$ cat src/hdl/jq_pkg.sv
package jq_pkg;

   localparam int unsigned QueueDepthDefault = 16;
   localparam int unsigned JobWidth = 16;
   localparam int unsigned PidWidth = 22;
   localparam int unsigned SlotWidth = JobWidth + PidWidth;
   localparam int unsigned FieldPosWidth = 5;

   typedef enum logic [2:0] {
      REQ_INSERT   = 3'd0,
      REQ_POP      = 3'd1,
      REQ_RM_JOB   = 3'd2,
      REQ_RM_PID   = 3'd3,
      REQ_FIND_JOB = 3'd4,
      REQ_FIND_PID = 3'd5,
      REQ_RSVD6    = 3'd6,
      REQ_RSVD7    = 3'd7
   } req_kind_type;

   typedef enum logic [1:0] {
      ST_OK        = 2'd0,
      ST_NOT_FOUND = 2'd1,
      ST_EMPTY     = 2'd2,
      ST_FULL      = 2'd3
   } status_type;

   typedef struct packed {
      logic [2:0]          req_type;
      logic [JobWidth-1:0] job_number;
      logic [PidWidth-1:0] proc_id;
   } req_type_s_type;

   typedef struct packed {
      logic [1:0]               status;
      logic [JobWidth-1:0]      out_job_number;
      logic [PidWidth-1:0]      out_proc_id;
      logic [FieldPosWidth-1:0] position;
      logic [FieldPosWidth-1:0] count;
      logic                     is_empty;
   } rsp_type;

   typedef enum logic [2:0] {
      S_IDLE,
      S_SCAN,
      S_SCAN_CHK,
      S_SHIFT_RD,
      S_SHIFT_WR,
      S_DONE
   } fsm_type;

endpackage

$ cat src/hdl/jq_ram.sv
module jq_ram #(
   parameter int unsigned Width = 8,
   parameter int unsigned Depth = 16
) (
   input  logic                     clock,
   input  logic                     wr_en,
   input  logic [$clog2(Depth)-1:0] wr_addr,
   input  logic [Width-1:0]         wr_data,
   input  logic [$clog2(Depth)-1:0] rd_addr,
   output logic [Width-1:0]         rd_data
);
   logic [Width-1:0] mem_ff [Depth];

   always_ff @(posedge clock) begin
      if (wr_en) begin
         mem_ff[wr_addr] <= wr_data;
      end
      rd_data <= mem_ff[rd_addr];
   end
endmodule

$ cat src/hdl/job_queue_keyed_removal.sv
// Ordered job queue with keyed search and removal.
// Request channel: drive req_data with a transaction and raise start while
// busy is low; the transaction is taken on that edge and busy rises the next
// cycle.
// Result channel: rsp_data is valid for exactly one cycle while rsp_valid is
// high; the receiver cannot stall, every result must be captured when shown.
// One result per request.
// Insert and rejected requests go straight to the result. Pop takes the
// front slot, find scans from the rear until a slot matches or none is
// left, keyed removal scans the same way; pop and removal then shift the
// entries behind the removed one forward. Scans and shifts read one slot
// at a time over the single read port of the slot memory.
// One request is in flight at a time; busy stays high through the result
// cycle, so the next start is taken only after the result cycle is over.
// Reset (synchronous, active high) empties the queue; slot contents are
// not cleared, as no slot is used before an insert has written it.
module job_queue_keyed_removal #(
   parameter int unsigned QUEUE_DEPTH = jq_pkg::QueueDepthDefault
) (
   input  logic                   clock,
   input  logic                   reset,
   input  logic                   start,
   output logic                   busy,
   input  jq_pkg::req_type_s_type req_data,
   output logic                   rsp_valid,
   output jq_pkg::rsp_type        rsp_data
);
   import jq_pkg::*;

   localparam int unsigned AddrWidth = (QUEUE_DEPTH > 1) ? $clog2(QUEUE_DEPTH) : 1;
   localparam int unsigned CntWidth = $clog2(QUEUE_DEPTH + 1);

   fsm_type state_ff, state_in;
   logic [CntWidth-1:0] count_ff, count_in;
   logic [CntWidth-1:0] idx_ff, idx_in;
   req_type_s_type req_ff, req_in;
   rsp_type rsp_ff, rsp_in;
   logic rsp_valid_ff, rsp_valid_in;

   logic wr_en;
   logic [AddrWidth-1:0] wr_addr, rd_addr;
   logic [SlotWidth-1:0] wr_data, rd_data;

   jq_ram #(.Width(SlotWidth), .Depth(1 << AddrWidth)) u_ram (
      .clock  (clock),
      .wr_en  (wr_en),
      .wr_addr(wr_addr),
      .wr_data(wr_data),
      .rd_addr(rd_addr),
      .rd_data(rd_data)
   );

   logic by_pid, hit, is_rm;
   assign by_pid = (req_ff.req_type == REQ_RM_PID) || (req_ff.req_type == REQ_FIND_PID);
   assign is_rm = (req_ff.req_type == REQ_RM_PID) || (req_ff.req_type == REQ_RM_JOB)
                  || (req_ff.req_type == REQ_POP);
   assign hit = by_pid ? (rd_data[PidWidth-1:0] == req_ff.proc_id)
                       : (rd_data[SlotWidth-1:PidWidth] == req_ff.job_number);

   always_ff @(posedge clock) begin
      if (reset) begin
         state_ff     <= S_IDLE;
         count_ff     <= '0;
         rsp_valid_ff <= 1'b0;
      end else begin
         state_ff     <= state_in;
         count_ff     <= count_in;
         rsp_valid_ff <= rsp_valid_in;
      end
      idx_ff <= idx_in;
      req_ff <= req_in;
      rsp_ff <= rsp_in;
   end

   always_comb begin
      state_in     = state_ff;
      count_in     = count_ff;
      idx_in       = idx_ff;
      req_in       = req_ff;
      rsp_in       = rsp_ff;
      rsp_valid_in = 1'b0;
      wr_en        = 1'b0;
      wr_addr      = idx_ff[AddrWidth-1:0];
      wr_data      = rd_data;
      rd_addr      = idx_ff[AddrWidth-1:0];
      unique case (state_ff)
         S_IDLE: begin
            if (start && !busy) begin
               req_in = req_data;
               rsp_in = '0;
               rsp_in.status = ST_OK;
               unique case (req_data.req_type) inside
                  REQ_INSERT: begin
                     if (count_ff >= CntWidth'(QUEUE_DEPTH)) begin
                        rsp_in.status = ST_FULL;
                     end else begin
                        wr_en    = 1'b1;
                        wr_addr  = count_ff[AddrWidth-1:0];
                        wr_data  = {req_data.job_number, req_data.proc_id};
                        count_in = count_ff + 1'b1;
                        rsp_in.position = FieldPosWidth'(count_ff + 1'b1);
                     end
                     state_in = S_DONE;
                  end
                  REQ_POP: begin
                     if (count_ff == '0) begin
                        rsp_in.status = ST_EMPTY;
                        state_in = S_DONE;
                     end else begin
                        idx_in   = '0;
                        rd_addr  = '0;
                        state_in = S_SCAN_CHK;
                     end
                  end
                  REQ_RM_JOB, REQ_RM_PID, REQ_FIND_JOB, REQ_FIND_PID: begin
                     if (count_ff == '0) begin
                        rsp_in.status = ST_NOT_FOUND;
                        state_in = S_DONE;
                     end else begin
                        idx_in   = count_ff - 1'b1;
                        state_in = S_SCAN;
                     end
                  end
                  default: state_in = S_DONE;
               endcase
            end
         end
         S_SCAN: begin
            state_in = S_SCAN_CHK;
         end
         S_SCAN_CHK: begin
            if (req_ff.req_type == REQ_POP || hit) begin
               rsp_in.out_job_number = rd_data[SlotWidth-1:PidWidth];
               rsp_in.out_proc_id    = rd_data[PidWidth-1:0];
               rsp_in.position       = FieldPosWidth'(idx_ff + 1'b1);
               if (is_rm) begin
                  count_in = count_ff - 1'b1;
                  state_in = S_SHIFT_RD;
               end else begin
                  state_in = S_DONE;
               end
            end else if (idx_ff == '0) begin
               rsp_in.status = ST_NOT_FOUND;
               state_in = S_DONE;
            end else begin
               idx_in   = idx_ff - 1'b1;
               state_in = S_SCAN;
            end
         end
         S_SHIFT_RD: begin
            if (idx_ff >= count_ff) begin
               state_in = S_DONE;
            end else begin
               rd_addr  = AddrWidth'(idx_ff + 1'b1);
               state_in = S_SHIFT_WR;
            end
         end
         S_SHIFT_WR: begin
            wr_en    = 1'b1;
            idx_in   = idx_ff + 1'b1;
            state_in = S_SHIFT_RD;
         end
         S_DONE: begin
            rsp_in.count    = FieldPosWidth'(count_ff);
            rsp_in.is_empty = (count_ff == '0);
            rsp_valid_in    = 1'b1;
            state_in        = S_IDLE;
         end
         default: state_in = S_IDLE;
      endcase
   end

   assign busy      = (state_ff != S_IDLE) || rsp_valid_ff;
   assign rsp_valid = rsp_valid_ff;
   assign rsp_data  = rsp_ff;

   a_count_range: assert property (@(posedge clock) disable iff (reset)
      count_ff <= CntWidth'(QUEUE_DEPTH)) else $error("count overflow");
   a_one_pulse: assert property (@(posedge clock) disable iff (reset)
      rsp_valid_ff |=> !rsp_valid_ff) else $error("result held");
   a_count_step: assert property (@(posedge clock) disable iff (reset)
      state_ff == S_IDLE && !start |=> $stable(count_ff)) else $error("count moved");
   a_no_start_busy: assert property (@(posedge clock) disable iff (reset)
      state_ff != S_IDLE |-> busy) else $error("busy low");
endmodule
$ cat config.mk
export PLATFORM = sky130hd
export DESIGN_NAME = job_queue_keyed_removal
export DESIGN_NICKNAME = d
export VERILOG_FILES = /design/src/hdl/jq_pkg.sv /design/src/hdl/jq_ram.sv /design/src/hdl/job_queue_keyed_removal.sv
export SDC_FILE = /design/constraint.sdc
export NUM_CORES = 1
export LEC_CHECK = 0
export ABC_AREA = 1
export ABC_CLOCK_PERIOD_IN_PS = 6200
export BUFFER_PORTS_ARGS = -buffer_cell sky130_fd_sc_hd__buf_4
export CORE_ASPECT_RATIO = 1.75
export CORE_MARGIN = 2
export CORE_UTILIZATION = 35
export DETAILED_ROUTE_END_ITERATION = 6
export HOLD_SLACK_MARGIN = 0.03
export PLACE_DENSITY = 0.61
export SYNTH_ARGS = -nofsm -noshare
export SYNTH_HDL_FRONTEND = slang
export SYNTH_SLANG_ARGS = --single-unit
$ cat constraint.sdc
create_clock -name clock -period 6.2 [get_ports clock]
set_clock_uncertainty 0.1 [all_clocks]
set_input_delay 0.31 -clock clock [delete_from_list [all_inputs] [get_ports clock]]
set_output_delay 0.31 -clock clock [all_outputs]
set_load 0.05 [all_outputs]
# [Word-level counts from Yosys, hierarchy flattened]
# Memories as Yosys holds them, arrays and structs flattened. A register that Yosys moved wholly into a read port is not among the register bits.
# Cells that the tools add are included.
[totals] memories=1 register_bits=106 mem_bits_ro=0 ramBits=608 out_inout_bits=53 latchBits=0
[classes] n_lt_le_gt_ge=2 shift=0 div_mod_pow=0 add_sub_neg=4 n_reduce_logical=22 mux=55 eq_ne=27 mul=0 n_bitwise=0
[memory_table] name="u_ram.mem_ff" words=16 word_bits=38 rd=1 rd_clocked_by_memory_dff=1 write_ports=1 line_no="jq_ram.sv:12" source="logic [Width-1:0] mem_ff [Depth];"
[op_table] cell="$mux W38" n=4
[op_table] cell="$pmux W45 S2" n=1
[op_table] cell="$mux W5" n=12
[op_table] cell="$mux W51" n=1
[op_table] cell="$mux W43" n=1
[op_table] cell="$mux W4" n=8
[op_table] cell="$eq A22 B22 Y1" n=1
[op_table] cell="$pmux W5 S2" n=2
[op_table] cell="$eq A3 B2 Y1 const B" n=6
[op_table] cell="$mux W3" n=6
[op_table] cell="$eq A16 B16 Y1" n=1
[op_table] cell="$ne A2 B2 Y1 const B" n=8
[op_table] cell="$eq A3 B3 Y1 const B" n=5
[op_table] cell="$pmux W3 S5" n=1
[op_table] cell="$pmux W5 S3" n=1
[op_table] cell="$pmux W6 S2" n=1
[op_table] cell="$add A5 B1 Y5 const B" n=2
[op_table] cell="$logic_not A5 Y1" n=2
[op_table] cell="$sub A5 B1 Y5 const B" n=2
[op_table] cell="$eq A3 B1 Y1 const B" n=3
[op_table] cell="$mux W1" n=9
[op_table] cell="$mux W2" n=4
[op_table] cell="$pmux W4 S2" n=1
[op_table] cell="$reduce_and A7 Y1" n=1
[op_table] cell="18 further kinds" n=27

# [Longest topological paths before layout]
[depth] ltp_word=8 ltp_mapped=18

# [Cells and area by module]
# From an unflattened synthesis, not the netlist that was laid out.
[unflattened] hier_cells=3171 hier_area_um2=32551.2
[modules_own_cells] module="jq_ram" seq_area_each_um2=19018.2 area_each_um2=26927.1 instances=1 cells_per_inst=2512
[modules_own_cells] module="job_queue_keyed_removal" seq_area_each_um2=3093.0 area_each_um2=5624.1 instances=1 cells_per_inst=659

# [Worst setup path before layout]
# OpenSTA, ideal clock, no wires.
[synth_path] kind="reg2reg" from="reg state_ff[0]" to="mem u_ram.mem_ff[10][0] (netlist bit), enable pin" synth_period_minus_slack_ns=6.002 path_stages_with_launch=13 arrival_ns=5.469 setup_ns=0.433 setup_slack_ns=0.198 cell_sequence="dfxtp_1 -> inv_2 -> nand2_2 -> nor2_4 -> nand2_1 -> nor2_1 -> nand2_1 -> buf_2 -> nand2_1 -> o21ai_0 -> nor2_1 -> nand2_1 -> nor2_1"
[synth_via] elab_chain_cells=8
[synth_lines] item="from (decl)" line_no="job_queue_keyed_removal.sv:33" source="fsm_type state_ff, state_in;"
[synth_lines] item="from (signal assigned)" line_no="job_queue_keyed_removal.sv:66" source="state_ff <= state_in;"
[synth_lines] item="$reduce_bool A3 Y1 (*)" line_no="job_queue_keyed_removal.sv:173" source="assign busy = (state_ff != S_IDLE) || rsp_valid_ff;"
[synth_lines] item="$logic_or A1 B1 Y1 (*)" line_no="job_queue_keyed_removal.sv:173"
[synth_lines] item="net busy" line_no="job_queue_keyed_removal.sv:23" source="output logic busy,"
[synth_lines] item="$logic_not A1 Y1 (*)" line_no="job_queue_keyed_removal.sv:88" source="if (start && !busy) begin"
[synth_lines] item="$logic_and A1 B1 Y1 (*)" line_no="job_queue_keyed_removal.sv:88"
[synth_lines] item="$mux W1" line_no="job_queue_keyed_removal.sv:88"
[synth_lines] item="$pmux W1 S2" line_no="job_queue_keyed_removal.sv:86" source="unique case (state_ff)"
[synth_lines] item="$mux W1" line_no="jq_ram.sv:15" source="if (wr_en) begin"
[synth_lines] item="$mux W1 (not written as such)" line_no="jq_ram.sv:16" source="mem_ff[wr_addr] <= wr_data;"
[synth_lines] item="to (decl)" line_no="jq_ram.sv:12"
# The timed path passes the listed nets; every way through them passes the cells marked *.

# [Worst setup path after layout]
[layout_path] from="in req_data[39] (netlist bit)" to="mem u_ram.mem_ff[14][15] (netlist bit), enable pin"
[layout_via] elab_chain_cells=6
[layout_lines] item="from (decl)" line_no="job_queue_keyed_removal.sv:24" source="input jq_pkg::req_type_s_type req_data,"
[layout_lines] item="$logic_not A3 Y1 (no source line) (*)"
[layout_lines] item="$mux W1" line_no="job_queue_keyed_removal.sv:92" source="unique case (req_data.req_type) inside"
[layout_lines] item="$mux W1" line_no="job_queue_keyed_removal.sv:88"
[layout_lines] item="$pmux W1 S2" line_no="job_queue_keyed_removal.sv:86"
[layout_lines] item="$mux W1" line_no="jq_ram.sv:15"
[layout_lines] item="$mux W1 (not written as such)" line_no="jq_ram.sv:16"
# Every way passes the cells marked *; elsewhere a longest branch is shown, timed or not.

==> qor.txt <==
layout cells sized above 1: 9.898%
RSZ-0062 raised after global routing: no
Post-CTS Setup Inserts: 0
GR Overflow Total: 0
PD cells: 536.9 mW/mm2
Period Utilization, post-route: 70.38%
internal power: 0.01153 W
die width: 233.4 um
Reg2Reg Setup Slack: 2140 ps
Netlist Area Pre-Place: 0.03224 mm2
clk_lat worst skew: 630 ps
GRT Resource Usage Total: 18.68%
I/O pin count: 97
Clk pwr share: 21.5%
multi-input logic area: 0.008313 mm2
Slew Limit Fails: 0
Comb pwr share: 42.6%
Data required, critical path: 6420 ps
Hold WC Path Type: input port to flop
Static Leak: 14.77 nW
Max stage delay on crit path: 940 ps
syn avg cell area: 10.76 um2
Clock Sinks: 752
final hold viol count: 0
f_max: 229.2 MHz
Psw: 0.008415 W
fin util: 40.56%
Setup crit start: req_data[39]
startpoint types: input port
CTS tree: built
Sw Ratio: 42.19%
Worst Setup End Kind: flop
Core ar.: 0.09160 mm2
Total Routed Length: 88.79 mm
clk root buf: clkbuf_16
minimum clock period: 4363 ps
Worst R2R Start: state_ff[2]
DR DRC count: 0
wire per inst: 20.43 um
Syn Inst Count: 2997
register area: 0.02211 mm2
post-synthesis sequential element count: 752
vias: 21967
post-CTS sizing: 0
CP cell instances: dlygate4sd3_1 > buf_4 > nor2_1 > inv_1 > nor2_1 > inv_1 > nor2_1 > nand2_4 > o21ai_0 > inv_1 > nor2_1 > inv_1 > nor2_4 > buf_4
Num CTS Buffers: 66
Starting Density: 35.20%
Top FF cell, synth: edfxtp_1
Final nets: 3154
final setup TNS: 0 ps
Seq/Total Area, Yosys: 68.59%
setup violators final: 0
Die H: 405.5 um
vias in the first global route: 21688
Final Wtd Congestion: 0.8532
Synth area leader: edfxtp_1
DRT antenna net count: 0
Syn-to-layout area delta: 15.24%
IO buf count: 96
initial antenna violation count: 3
Slew headroom: 10.04%
DIE AREA: 0.09465 mm2
initial DRC count: 2207
CTS clk-pin slew, worst paths: 70 ps
total power: 0.01995 W
largest net degree at the start of global routing: 149
asr flop ratio synth: 0%
Slowest cell on crit path: nor2_4
Peak VDD IR: 0.4039 mV
R2R cell count: 12
H-tree depth: 3
status: finished, final reports clean
Synthesized Nets: 3050
Unique masters post-synth: 38
Detailed Routing Iterations Pass 1: 5
HPWL after DPL: 53.44 mm
sequential power share: 35.9%
CTS max path bufs: 3
yosys warns: 0
number of max-cap violations: 0
Crit Path Category: input port to flop
EDFF count, synth: 705
Worst EP arrival: 4590 ps
R2R Path End: u_ram.mem_ff[14][15]
Synth area leaders: edfxtp_1 (66%), nand3_1 (9.8%), nand2_1 (8.6%), inv_1 (3.7%), dfxtp_1 (2.9%)
post-synth top area share: 65.67%
row cnt: 147
worst slew pin tran: 1349 ps
CP Capture Point: u_ram.mem_ff[14][15]
DR vias/cell: 5.055
first-pass GRT wire length: 133.0 mm
FILL cells: 8690
Max FO, Critical Path: 42
## power groups by stage
stage                     combinational (W)  clock [W]  sequential [W]
after floorplan                     0.00515          0         0.00757
after global placement              0.00845          0         0.00726
after detailed placement            0.00849          0         0.00726
after CTS                           0.00855    0.00436         0.00716
after global routing                0.00932    0.00452         0.00720
final                               0.00850    0.00429         0.00715
## registers in the layout (all words and copies together), names as in the netlist
signal,count
u_ram.rd_data,38
idx_ff,5
state_ff,3
u_ram.mem_ff,608
rsp_valid,1
req_ff,41
count_ff,5
rsp_data,51
## per-stage QoR
| step | hold WS [ps] | instance area (um2) | worst slack (ps) | instances |
|---|---|---|---|---|
| 2_1_floorplan | 282.4 | 32240 | 198.2 | 2997 |
| 3_3_place_gp | 383.1 | 34500 | 1941 | 4183 |
| 3_5_place_dp | 381.4 | 34500 | 1761 | 4183 |
| 4_1_cts | 159.1 | 37140 | 1864 | 4344 |
| 5_1_grt | 222.2 | 37150 | 1525 | 4346 |
| 6_report | 196.5 | 37150 | 1837 | 4346 |
## worst min path at each step
stage	start	cells after the start	endpoint
2_1_floorplan	reset	1	rsp_valid
3_3_place_gp	reset	2	rsp_valid
3_5_place_dp	reset	2	rsp_valid
4_1_cts	start	5	state_ff[2]
5_1_grt	start	5	state_ff[0]
6_report	start	5	state_ff[2]
## repair_timing
action                                  in CTS  in global routing
hold buffers                                42                  0
endpoints found under the setup margin       0                  0
endpoints found under the hold margin       48                  0
## routing by layer
| metal | routed length, um | up-vias | track usage, % |
|---|---|---|---|
| li1 | - | 10346 | - |
| met1 | 34500 | 10701 | 22.19 |
| met2 | 46560 | 750 | 33.77 |
| met3 | 4804 | 168 | 2.774 |
| met4 | 2902 | 2 | 7.073 |
| met5 | 16 | - | 0 |
## area by class of cell
type | instances | share of cell area [%]
repair buffers | 209 | 4.810
well taps | 1192 | 4.015
clock inverters | 31 | 1.007
flip-flops and latches | 752 | 59.52
inverters | 325 | 3.287
diodes | 2 | 0.01347
multi-input cells | 1747 | 22.38
clock buffers | 88 | 4.971
## cell usage after synthesis, types with 2 or more instances
cell type and instances:
clkbuf_1 41, nor3_1 3, xnor2_1 3, inv_2 8, nand2_1 740, nand2_2 3
o211ai_1 4, o21a_1 3, nor2_1 151, nand3b_1 78, ha_1 9, a31oi_1 3
o21ai_0 22, buf_4 4, xor2_1 26, nand3_1 633, nor2_2 2, buf_2 106
buf_1 21, inv_1 316, nand3_2 2, o221ai_1 3, edfxtp_1 705, o22ai_1 5
a21oi_1 47, dfxtp_1 47
## worst max-delay path: cells and delay by family
kind,cells,cell delay [ps]
and+or+nand+nor,6,2170
buffers and inverters,7,1470
AOI/OAI and AO/OA,1,590
## kinds of logic (layout without fill, tap and decap cells)
| family | Yosys count | in the layout | share of synthesized area, % |
|---|---|---|---|
| AND/OR/NAND/NOR | 1616 | 1616 | 22.34 |
| flip-flops | 752 | 752 | 68.59 |
| buffers and inverters | 498 | 653 | 6.280 |
| AO/OA/AOI/OAI | 93 | 93 | 1.657 |
| XOR/XNOR | 29 | 29 | 0.7879 |
| adder cells (fa/ha/maj) | 9 | 9 | 0.3493 |
| other | 0 | 2 | 0 |
## placed cells by master (no fill, tap or decap), types with 2 or more instances in the layout
master	instances
nand2_1	738
edfxtp_1	705
nand3_1	633
inv_1	314
buf_4	158
nor2_1	134
nand3b_1	78
clkbuf_16	68
dfxtp_1	47
dlygate4sd3_1	42
a21oi_1	41
xor2_1	26
o21ai_0	22
nor2_4	19
clkbuf_1	13
clkinv_1	10
inv_2	9
ha_1	9
buf_12	9
clkinv_2	7
clkbuf_8	7
bufinv_16	7
a21oi_2	6
o211ai_1	4
o22ai_1	4
o221ai_1	3
o21a_1	3
a31oi_1	3
xnor2_1	3
nor3_1	3
inv_6	3
clkinv_8	3
diode_2	2
nand3_2	2
nand2_8	2
nand2_4	2
clkinv_4	2
Note: power is estimated with default switching activity, not from simulation.
